**src/rtl/cave_pkg.sv**
```systemverilog
`default_nettype none

package cave_pkg;

	// Largest row the datapath is built for.
	localparam int CAVE_MAX_ROW_CELLS = 64;

	// Fixed field widths.
	localparam int ROW_W   = 64;
	localparam int LIMIT_W = 4;
	localparam int WIDTH_W = 7;
	localparam int INDEX_W = 3;
	localparam int CFG_W   = 7;

	// Register reset values.
	localparam logic [LIMIT_W-1:0] SURVIVE_LOW_RST  = 4'd4;
	localparam logic [LIMIT_W-1:0] SURVIVE_HIGH_RST = 4'd8;
	localparam logic [LIMIT_W-1:0] BIRTH_LOW_RST    = 4'd5;
	localparam logic [WIDTH_W-1:0] ACTIVE_WIDTH_RST = 7'd64;

	// Configuration register indexes.
	typedef enum logic [INDEX_W-1:0] {
		REG_SURVIVE_LOW  = 3'd0,
		REG_SURVIVE_HIGH = 3'd1,
		REG_BIRTH_LOW    = 3'd2,
		REG_ACTIVE_WIDTH = 3'd3,
		REG_BORDER_WALL  = 3'd4
	} cave_reg_t;

	// One input row.
	typedef struct packed {
		logic [ROW_W-1:0] row_cells;
		logic             last_row;
	} cave_in_t;

	// One result row.
	typedef struct packed {
		logic [ROW_W-1:0] next_cells;
		logic             frame_end;
		logic             run_end;
	} cave_out_t;

	// Rule settings seen by the evolve logic; width is already clamped.
	typedef struct packed {
		logic [LIMIT_W-1:0] survive_low;
		logic [LIMIT_W-1:0] survive_high;
		logic [LIMIT_W-1:0] birth_low;
		logic [WIDTH_W-1:0] width;
		logic               border_wall;
	} cave_rule_t;

endpackage

`default_nettype wire

```
**src/rtl/cave_automaton_row_step.sv**
```systemverilog
`default_nettype none

// Streams a grid one row per transfer, top row first, and returns the next
// generation of the cave automaton one row per transfer. A result row needs
// the row below it, so each row comes out after the following row has been
// taken; the bottom row (last_row set) releases both the held row and its
// own result, in that order. The block takes one row per clock cycle while
// out_stall is low; only a bottom row that follows a held row holds off the
// next row until its first result is issued, because its two results share
// the single output register. Configuration may be written only while no
// row is in flight; a new grid starts after each bottom row.
module cave_automaton_row_step
	import cave_pkg::*;
#(
	parameter int MAX_ROW_CELLS = CAVE_MAX_ROW_CELLS
) (
	input  logic               clk,
	input  logic               arst_n,
	input  logic               cfg_we,
	input  logic [INDEX_W-1:0] cfg_index,
	input  logic [CFG_W-1:0]   cfg_data,
	input  logic               in_valid,
	output logic               in_stall,
	input  cave_in_t           in_data,
	output logic               out_valid,
	input  logic               out_stall,
	output cave_out_t          out_data
);

	localparam logic [WIDTH_W-1:0] MAX_CELLS = WIDTH_W'(MAX_ROW_CELLS);

	// Configuration registers.
	logic [LIMIT_W-1:0] survive_low_q;
	logic [LIMIT_W-1:0] survive_high_q;
	logic [LIMIT_W-1:0] birth_low_q;
	logic [WIDTH_W-1:0] active_width_q;
	logic               border_wall_q;

	// Grid state between rows.
	logic [ROW_W-1:0] above_q;
	logic [ROW_W-1:0] held_q;
	logic             row_held_q;
	logic             first_q;

	// Work stage: up to two results pending for the accepted row.
	logic [ROW_W-1:0] row_s1;
	logic [ROW_W-1:0] held_s1;
	logic [ROW_W-1:0] above_s1;
	logic             first_s1;
	logic             had_held_s1;
	logic             a_pend_s1;
	logic             b_pend_s1;

	logic             out_valid_q;
	cave_out_t        out_q;

	cave_rule_t       rule;
	logic [WIDTH_W-1:0] eff_width;
	logic [ROW_W-1:0] width_mask;
	logic [ROW_W-1:0] row_m;
	logic             in_xfer;
	logic             out_free;
	logic             busy;
	logic             issue;
	logic             s1_free;
	logic [ROW_W-1:0] job_up;
	logic [ROW_W-1:0] job_mid;
	logic [ROW_W-1:0] job_down;
	logic             job_top;
	logic             job_bottom;
	logic             job_run_end;
	logic [ROW_W-1:0] job_result;

	// Register writes.
	always_ff @(posedge clk or negedge arst_n) begin
		if (!arst_n) begin
			survive_low_q  <= SURVIVE_LOW_RST;
			survive_high_q <= SURVIVE_HIGH_RST;
			birth_low_q    <= BIRTH_LOW_RST;
			active_width_q <= ACTIVE_WIDTH_RST;
			border_wall_q  <= 1'b0;
		end else if (cfg_we) begin
			case (cfg_index)
				REG_SURVIVE_LOW:  survive_low_q  <= cfg_data[LIMIT_W-1:0];
				REG_SURVIVE_HIGH: survive_high_q <= cfg_data[LIMIT_W-1:0];
				REG_BIRTH_LOW:    birth_low_q    <= cfg_data[LIMIT_W-1:0];
				REG_ACTIVE_WIDTH: active_width_q <= cfg_data[WIDTH_W-1:0];
				REG_BORDER_WALL:  border_wall_q  <= cfg_data[0];
				default: ;
			endcase
		end
	end

	// Clamp the active width to the range the row supports.
	always_comb begin
		if (active_width_q == '0) begin
			eff_width = 7'd1;
		end else if (active_width_q > MAX_CELLS) begin
			eff_width = MAX_CELLS;
		end else begin
			eff_width = active_width_q;
		end
	end

	for (genvar i = 0; i < ROW_W; i++) begin : g_mask
		assign width_mask[i] = (WIDTH_W'(i) < eff_width);
	end

	assign rule = '{survive_low: survive_low_q, survive_high: survive_high_q,
		birth_low: birth_low_q, width: eff_width, border_wall: border_wall_q};

	// Handshake control.
	assign row_m    = in_data.row_cells & width_mask;
	assign in_xfer  = in_valid && !in_stall;
	assign out_free = !out_valid_q || !out_stall;
	assign busy     = a_pend_s1 || b_pend_s1;
	assign issue    = busy && out_free;
	assign s1_free  = !busy || (issue && !(a_pend_s1 && b_pend_s1));
	assign in_stall = !s1_free;

	// Row history: the held row waits for its lower neighbor.
	always_ff @(posedge clk or negedge arst_n) begin
		if (!arst_n) begin
			above_q    <= '0;
			held_q     <= '0;
			row_held_q <= 1'b0;
			first_q    <= 1'b1;
		end else if (in_xfer) begin
			if (in_data.last_row) begin
				above_q    <= '0;
				held_q     <= '0;
				row_held_q <= 1'b0;
				first_q    <= 1'b1;
			end else begin
				above_q    <= row_held_q ? held_q : '0;
				held_q     <= row_m;
				row_held_q <= 1'b1;
				if (row_held_q) begin
					first_q <= 1'b0;
				end
			end
		end
	end

	// Work stage pending flags.
	always_ff @(posedge clk or negedge arst_n) begin
		if (!arst_n) begin
			a_pend_s1 <= 1'b0;
			b_pend_s1 <= 1'b0;
		end else if (in_xfer) begin
			a_pend_s1 <= row_held_q;
			b_pend_s1 <= in_data.last_row;
		end else if (issue) begin
			if (a_pend_s1) begin
				a_pend_s1 <= 1'b0;
			end else begin
				b_pend_s1 <= 1'b0;
			end
		end
	end

	// Work stage rows.
	always_ff @(posedge clk) begin
		if (in_xfer) begin
			row_s1      <= row_m;
			held_s1     <= held_q;
			above_s1    <= above_q;
			first_s1    <= first_q;
			had_held_s1 <= row_held_q;
		end
	end

	// The held row goes first; the bottom row follows on its own.
	always_comb begin
		if (a_pend_s1) begin
			job_up      = above_s1;
			job_mid     = held_s1;
			job_down    = row_s1;
			job_top     = first_s1;
			job_bottom  = 1'b0;
			job_run_end = !b_pend_s1;
		end else begin
			job_up      = had_held_s1 ? held_s1 : '0;
			job_mid     = row_s1;
			job_down    = '0;
			job_top     = !had_held_s1;
			job_bottom  = 1'b1;
			job_run_end = 1'b1;
		end
	end

	cave_row_evolve u_evolve (
		.rule   (rule),
		.up     (job_up),
		.mid    (job_mid),
		.down   (job_down),
		.top    (job_top),
		.bottom (job_bottom),
		.result (job_result)
	);

	// Output register.
	always_ff @(posedge clk or negedge arst_n) begin
		if (!arst_n) begin
			out_valid_q <= 1'b0;
		end else if (out_free) begin
			out_valid_q <= issue;
		end
	end

	always_ff @(posedge clk) begin
		if (issue) begin
			out_q.next_cells <= job_result;
			out_q.frame_end  <= job_bottom;
			out_q.run_end    <= job_run_end;
		end
	end

	assign out_valid = out_valid_q;
	assign out_data  = out_q;

endmodule

`default_nettype wire

```
**src/rtl/cave_row_evolve.sv**
```systemverilog
`default_nettype none

module cave_row_evolve
	import cave_pkg::*;
(
	input  cave_rule_t       rule,
	input  logic [ROW_W-1:0] up,
	input  logic [ROW_W-1:0] mid,
	input  logic [ROW_W-1:0] down,
	input  logic             top,
	input  logic             bottom,
	output logic [ROW_W-1:0] result
);

	logic [ROW_W-1:0] mask;
	logic [ROW_W-1:0] up_m;
	logic [ROW_W-1:0] mid_m;
	logic [ROW_W-1:0] down_m;
	logic [ROW_W+1:0] up_p;
	logic [ROW_W+1:0] mid_p;
	logic [ROW_W+1:0] down_p;

	// Rows padded with a clear cell on each side so every window is in range.
	assign up_m   = up & mask;
	assign mid_m  = mid & mask;
	assign down_m = down & mask;
	assign up_p   = {1'b0, up_m, 1'b0};
	assign mid_p  = {1'b0, mid_m, 1'b0};
	assign down_p = {1'b0, down_m, 1'b0};

	for (genvar x = 0; x < ROW_W; x++) begin : g_cell
		localparam logic [WIDTH_W-1:0] XPOS = WIDTH_W'(x);
		logic [3:0] count;
		logic       wall;

		assign mask[x] = (XPOS < rule.width);

		// Wall count over the 3x3 window, the cell itself included.
		assign count = 4'(up_p[x])   + 4'(up_p[x+1])   + 4'(up_p[x+2])
			+ 4'(mid_p[x])  + 4'(mid_p[x+1])  + 4'(mid_p[x+2])
			+ 4'(down_p[x]) + 4'(down_p[x+1]) + 4'(down_p[x+2]);

		// Survive or birth rule, then the optional wall frame.
		always_comb begin
			if (mid_m[x]) begin
				wall = (count >= rule.survive_low) && (count <= rule.survive_high);
			end else begin
				wall = (count >= rule.birth_low);
			end
			if (rule.border_wall) begin
				if (top || bottom || (x == 0) || (XPOS == rule.width - 7'd1)) begin
					wall = 1'b1;
				end
			end
		end

		assign result[x] = wall & mask[x];
	end

endmodule

`default_nettype wire

```
**config.mk**
```make
export PLATFORM = sky130hd
export DESIGN_NAME = cave_automaton_row_step
export DESIGN_NICKNAME = d
export VERILOG_FILES = /design/src/rtl/cave_pkg.sv /design/src/rtl/cave_automaton_row_step.sv /design/src/rtl/cave_row_evolve.sv
export SDC_FILE = /design/constraint.sdc
export NUM_CORES = 2
export LEC_CHECK = 0
export ABC_CLOCK_PERIOD_IN_PS = 6900
export BUFFER_PORTS_ARGS = -buffer_cell sky130_fd_sc_hd__buf_2
export CORE_ASPECT_RATIO = 1.25
export CORE_MARGIN = 2
export CORE_UTILIZATION = 55
export CTS_CLUSTER_DIAMETER = 30
export DETAILED_ROUTE_END_ITERATION = 6
export HOLD_SLACK_MARGIN = 0.12
export PLACE_DENSITY = 0.86
export SYNTH_ARGS = -nofsm -noshare
export SYNTH_HDL_FRONTEND = slang
export SYNTH_SLANG_ARGS = --single-unit
```
**constraint.sdc**
```tcl
create_clock -name clk -period 6.9 [get_ports clk]
set_input_delay 1.035 -clock clk [delete_from_list [all_inputs] [get_ports clk]]
set_output_delay 1.035 -clock clk [all_outputs]
set_load 0.05 [all_outputs]
```
; ---- Yosys cells after proc, flatten, opt, wreduce, memory -nomap -nowiden
; Index checks and enable logic that the tools add are counted.
[word_totals]
romBits = 0
mem_bits_rw = 0
ff_bits = 413
latch_bits = 0
memories = 0
[op_classes]
div_mod_pow = 0
n_lt_le_gt_ge = 257
n_bitwise = 68
muxes = 210
add_sub_neg = 506
eq_ne = 68
shift = 0
mul = 0
reduce_logical = 153
[ops]
columns = operator, count
row1 = $add 4x1->4, 442
row2 = $ge 4x4->1, 128
row3 = $mux 64, 7
row4 = $and 64x64->64, 4
row5 = $le 4x4->1, 64
row6 = $eq 6x7->1 const A, 32
row7 = $lt 6x7->1 const A, 32
row8 = $mux 1, 201
row9 = $add 1x1->2, 63
row10 = $eq 5x7->1 const A, 16
row11 = $lt 5x7->1 const A, 16
row12 = $logic_and 1x1->1, 68
row13 = $logic_or 1x1->1, 67
row14 = $and 1x1->1, 64
row15 = $eq 4x7->1 const A, 8
row16 = $lt 4x7->1 const A, 8
row17 = $eq 3x7->1 const A, 4
row18 = $lt 3x7->1 const A, 4
row19 = $eq 2x7->1 const A, 2
row20 = $lt 1x7->1 const A, 2
row21 = $lt 2x7->1 const A, 2
row22 = $mux 7, 2
row23 = $reduce_and 2->1, 7
row24 = $eq 1x7->1 const A, 1
row25 = 10 further kinds, 18

; ---- Depth between registers and ports, before layout
[logic_depth]
word_depth = 19
ltp_mapped = 25
depth_no_buf = 22

; ---- Modules after synthesis
; From an unflattened synthesis, not the netlist that was laid out.
[unflattened]
hier_cells = 4984
area_unflattened_um2 = 47963.5
[modules_own_cells]
columns = module, instances, area_per_inst_um2, seq_area_each_um2, cells_per_inst
row1 = cave_row_evolve, 1, 30305.3, 0.0, 3711
row2 = cave_automaton_row_step, 1, 17658.2, 11643.7, 1273

; ---- Worst setup path before layout
; OpenSTA, ideal clock, no wires.
[synth_timing]
path_kind = input port to flip-flop
startpoint = input out_stall
endpoint = register above_s1[0] (enable)
stages = 6
t_arrival_ns = 7.663
setup_slack_ns = -1.399
path_buffers = 2
required_time_ns = 6.264
cell_sequence = and2_1 -> maj3_1 -> nand2b_1 -> clkbuf_1 -> inv_2 -> clkbuf_1
[synth_via]
elab_chain_len = 6
[synth_rtl]
columns = element, line
row1 = "start, declared", cave_automaton_row_step.sv:26  ; input logic out_stall,
row2 = $logic_not 1->1, cave_automaton_row_step.sv:115  ; assign out_free = !out_valid_q || !out_stall;
row3 = $logic_or 1x1->1, cave_automaton_row_step.sv:115
row4 = $logic_and 1x1->1, cave_automaton_row_step.sv:117  ; assign issue = busy && out_free;
row5 = $logic_and 1x1->1, cave_automaton_row_step.sv:118  ; assign s1_free = !busy || (issue && !(a_pend_s1 && b_pend_s1));
row6 = $logic_or 1x1->1, cave_automaton_row_step.sv:118
row7 = $logic_and 1x1->1, cave_automaton_row_step.sv:114  ; assign in_xfer = in_valid && !in_stall;
row8 = via in_xfer, cave_automaton_row_step.sv:61  ; logic in_xfer;
row9 = "end signal, assigned", cave_automaton_row_step.sv:167  ; above_s1 <= above_q;
row10 = "end, declared", cave_automaton_row_step.sv:48  ; logic [ROW_W-1:0] above_s1;
; The timed path passes the listed nets, and every way through them passes these cells.
; A chain may end at the register's enable or synchronous reset.

; ---- Worst setup path in the final report
[layout_timing]
startpoint = register active_width_q[5]
endpoint = register out_q, in the netlist out_data[8], data pin
[layout_via]
elab_chain_len = 19
word_cells_on_any_way = 29
[layout_rtl]
columns = element, line
row1 = "start, declared", cave_automaton_row_step.sv:36  ; logic [WIDTH_W-1:0] active_width_q;
row2 = "start signal, assigned", cave_automaton_row_step.sv:87  ; REG_ACTIVE_WIDTH: active_width_q <= cfg_data[WIDTH_W-1:0];
row3 = $gt 7x7->1, cave_automaton_row_step.sv:98  ; end else if (active_width_q > MAX_CELLS) begin
row4 = $mux 7, cave_automaton_row_step.sv:98
row5 = $mux 7 *, cave_automaton_row_step.sv:96  ; if (active_width_q == '0) begin
row6 = $lt 3x7->1, cave_row_evolve.sv:36  ; assign mask[x] = (XPOS < rule.width);
row7 = $and 64x64->64, cave_row_evolve.sv:24  ; assign up_m = up & mask;
row8 = $add 1x1->2, cave_row_evolve.sv:39  ; assign count = 4'(up_p[x]) + 4'(up_p[x+1]) + 4'(up_p[x+2])
row9 = $add 4x1->4, cave_row_evolve.sv:39
row10 = $add 4x1->4 (3 in series), cave_row_evolve.sv:40  ; + 4'(mid_p[x]) + 4'(mid_p[x+1]) + 4'(mid_p[x+2])
row11 = $add 4x1->4 (3 in series), cave_row_evolve.sv:41  ; + 4'(down_p[x]) + 4'(down_p[x+1]) + 4'(down_p[x+2]);
row12 = $ge 4x4->1 / $le 4x4->1 (equally long branches), cave_row_evolve.sv:46  ; wall = (count >= rule.survive_low) && (count <= rule.survive_high);
row13 = $logic_and 1x1->1, cave_row_evolve.sv:46
row14 = $mux 1, cave_row_evolve.sv:45  ; if (mid_m[x]) begin
row15 = $mux 1, cave_row_evolve.sv:51  ; if (top || bottom || (x == 0) || (XPOS == rule.width - 7'd1)) begin
row16 = $mux 1, cave_row_evolve.sv:50  ; if (rule.border_wall) begin
row17 = $and 1x1->1 *, cave_row_evolve.sv:57  ; assign result[x] = wall & mask[x];
row18 = via job_result[6], cave_automaton_row_step.sv:72  ; logic [ROW_W-1:0] job_result;
row19 = "end, declared", cave_automaton_row_step.sv:55  ; cave_out_t out_q;
; The timed path passes the listed nets; every way through them passes the cells marked *.

==> flow_metrics.tcl <==
set metrics [dict create \
    clkLatencyLatePin_ns 0.69 \
    ios 148 \
    rsz0062_at_grt "no" \
    vias 40800 \
    status "complete, but fails checks" \
    maxSlewHeadroom 0.143 \
    critPathRequiredTime_ns 7.30 \
    finalHoldViolCount 0 \
    wl_per_cell_um 23.6 \
    wirelength_um 152000 \
    hold_class "input port to async pin" \
    syn_area_mm2 0.0486 \
    synth_edf_count 260 \
    startpoint_type "register" \
    vias_per_cell 6.30 \
    tightest_slew_ns 1.27 \
    min_period_ns 6.66 \
    final.setup_skew_ns 0.0403 \
    cap_violations 0 \
    antenna_found_initial 12 \
    cts_tree "yes" \
    synth.top_cell.area_share 0.287 \
    critPathCaptureType "register" \
    worstSetupPathType "register to register" \
    layout_commonest_cell "ha_1" \
    dr.pass1.iters 7 \
    port_buffers 147 \
    cts_sinks 413 \
    layout-drive-gt1-share 0.0923 \
    grt_overflow 0 \
    syn_avg_cell_area_um2 9.68 \
    cts-hold-fix-buffers 0 \
    grt_usage 0.337 \
    cp_data_arrival_time_ns 7.05 \
    ys_types 77 \
    ys.flop_type "edfxtp_1" \
    cts_buffers 87 \
    setup_violations 0 \
    drc 4 \
    max_freq_mhz 150 \
    syn_to_final_growth_pct 11.2 \
    syn_nets 6536 \
    first_global_vias 42900 \
    ys_seq_elements 413 \
    path_clk_slew_ns 0.05 \
    postSynthCellCount 5026 \
    nets 6733 \
    finalMaxSlewViolations 0 \
    synth_top_area_cell "ha_1" \
    rrSetupSlack_ns 0.24 \
    tns_ns 0 \
    die_h_um 336 \
    synth_area_leaders "ha_1 (29%), edfxtp_1 (16%), fa_1 (13%), dfrtp_1 (7.6%), inv_1 (5.7%)" \
    clk_path_buf_depth 3 \
    first_iter_violations 3533 \
    fin_crit_sh 0.965 \
    crit_fanout 15 \
    ctsRootBufferMaster "clkbuf_16" \
    die_area_mm2 0.0908 \
    yosysSeqAreaShare 0.239 \
    core_mm2 0.0874 \
    violations "design-rule violations" \
    gp_congestion 0.965 \
    htreeDepth 3 \
    grt_first_pass_wirelength_um 237000 \
    die_x_um 270 \
    synthArstFlopShare 0.370 \
    grt_max_degree 106 \
    initial_core_util 0.557 \
    dp_hpwl_um 107000 \
    final_cell_mix "ha_1 (1114), inv_1 (731), nand2_1 (418), a21oi_1 (400), o21ai_0 (317)" \
    ant_nets 0 \
    num_rows 121 \
    ys.warnings.count 0 \
]
[flip-flops by register name (all words and copies together), names as in the netlist, 4 cells and up]
name / cells
above_q: 64
out_data: 66
held_s1: 64
held_q: 64
active_width_q: 7
above_s1: 64
birth_low_q: 4
survive_high_q: 4
row_s1: 64
survive_low_q: 4
[Yosys cell counts (all sizes together) (45+ instances only)]
cell type     n
fa          316
nand2b       99
mux2         46
a21o         79
xnor2        90
o21ai       319
a21oi       401
dfrtp       147
nand4        45
edfxtp      260
buf          56
a22o         78
o21bai       68
nor2        172
ha         1114
nand3        77
inv         741
nand2       418
clkbuf       63
[cell type report]
class                      instances  area (µm²)
multi-input combinational       3752       33700
sequential                       413       11700
timing repair buffer             227        1390
antenna                            9        22.5
tap                             1168        1460
clock inverter                    64         742
fill                            6578       33300
inverter                         742        2800
clock buffer                      99        2260
[per-stage QoR]
step | worst slack, ns | instance area (µm²) | std cells | hold slack [ns] | utilization
floorplan | 1.47 | 48600 | 5026 | 0.425 | -
global placement | 0.483 | 51000 | 6302 | 0.429 | 0.584
detailed placement | 0.476 | 51000 | 6302 | 0.434 | 0.584
CTS | 0.483 | 54000 | 6465 | 0.328 | 0.619
global route | 0.148 | 54100 | 6469 | 0.346 | 0.619
finish | 0.241 | 54100 | 6474 | 0.302 | 0.619
[path summary, 6_finish.rpt]
check,depth (start not counted),from,end
worst max-delay path,19,active_width_q[5]$_DFFE_PN0P_,out_data[8]$_DFFE_PP_
worst min-delay path,1,arst_n,above_q[26]$_DFFE_PN0P_
worst max register to register,19,active_width_q[5]$_DFFE_PN0P_,out_data[8]$_DFFE_PP_
worst min register to register,0,above_q[42]$_DFFE_PN0P_,above_s1[42]$_DFFE_PP_
max in group asynchronous,2,arst_n,held_q[47]$_DFFE_PN0P_
min in group clk,0,above_q[42]$_DFFE_PN0P_,above_s1[42]$_DFFE_PP_
[cell families (layout without fill, tap and decap cells)]
group,after synthesis,count (layout),share of synthesized area
other,0,9,0
AO/OA/AOI/OAI,1196,1196,0.151
adder cells (fa/ha/maj),1431,1431,0.417
flip-flops,413,413,0.239
buffers and inverters,861,1132,0.0680
XOR/XNOR,91,91,0.0164
AND/OR/NAND/NOR,961,961,0.0921
multiplexers,73,73,0.0162
[metal layers]
metal	up-vias	routed length [µm]	global-route usage
li1	17900	-	-
met1	19500	52400	0.368
met2	2460	68200	0.536
met3	937	16200	0.0942
met4	10	15600	0.304
met5	-	59	0
[what timing repair did]
action                                  CTS  global route
gates resized for setup                   0             2
endpoints found under the setup margin    0             2
buffers inserted                          0             0
[worst max-delay path: stages (launching register included)]
cell,delay (ns)
dfrtp_1,0.58
or3_1,0.49
nor2_1,0.59
nand2_1,0.39
nand2_1,0.19
inv_1,0.08
ha_1,0.27
inv_1,0.05
fa_1,0.52
fa_1,0.44
fa_1,0.52
inv_1,0.05
ha_1,0.20
fa_1,0.38
xnor2_1,0.30
ha_1,0.29
o21ai_0,0.15
a21oi_1,0.06
o32ai_1,0.70
a21oi_1,0.14
Power is left out: the tool's default activity adds up to more than one toggle a clock period on the data nets, which glitch-free logic cannot reach.
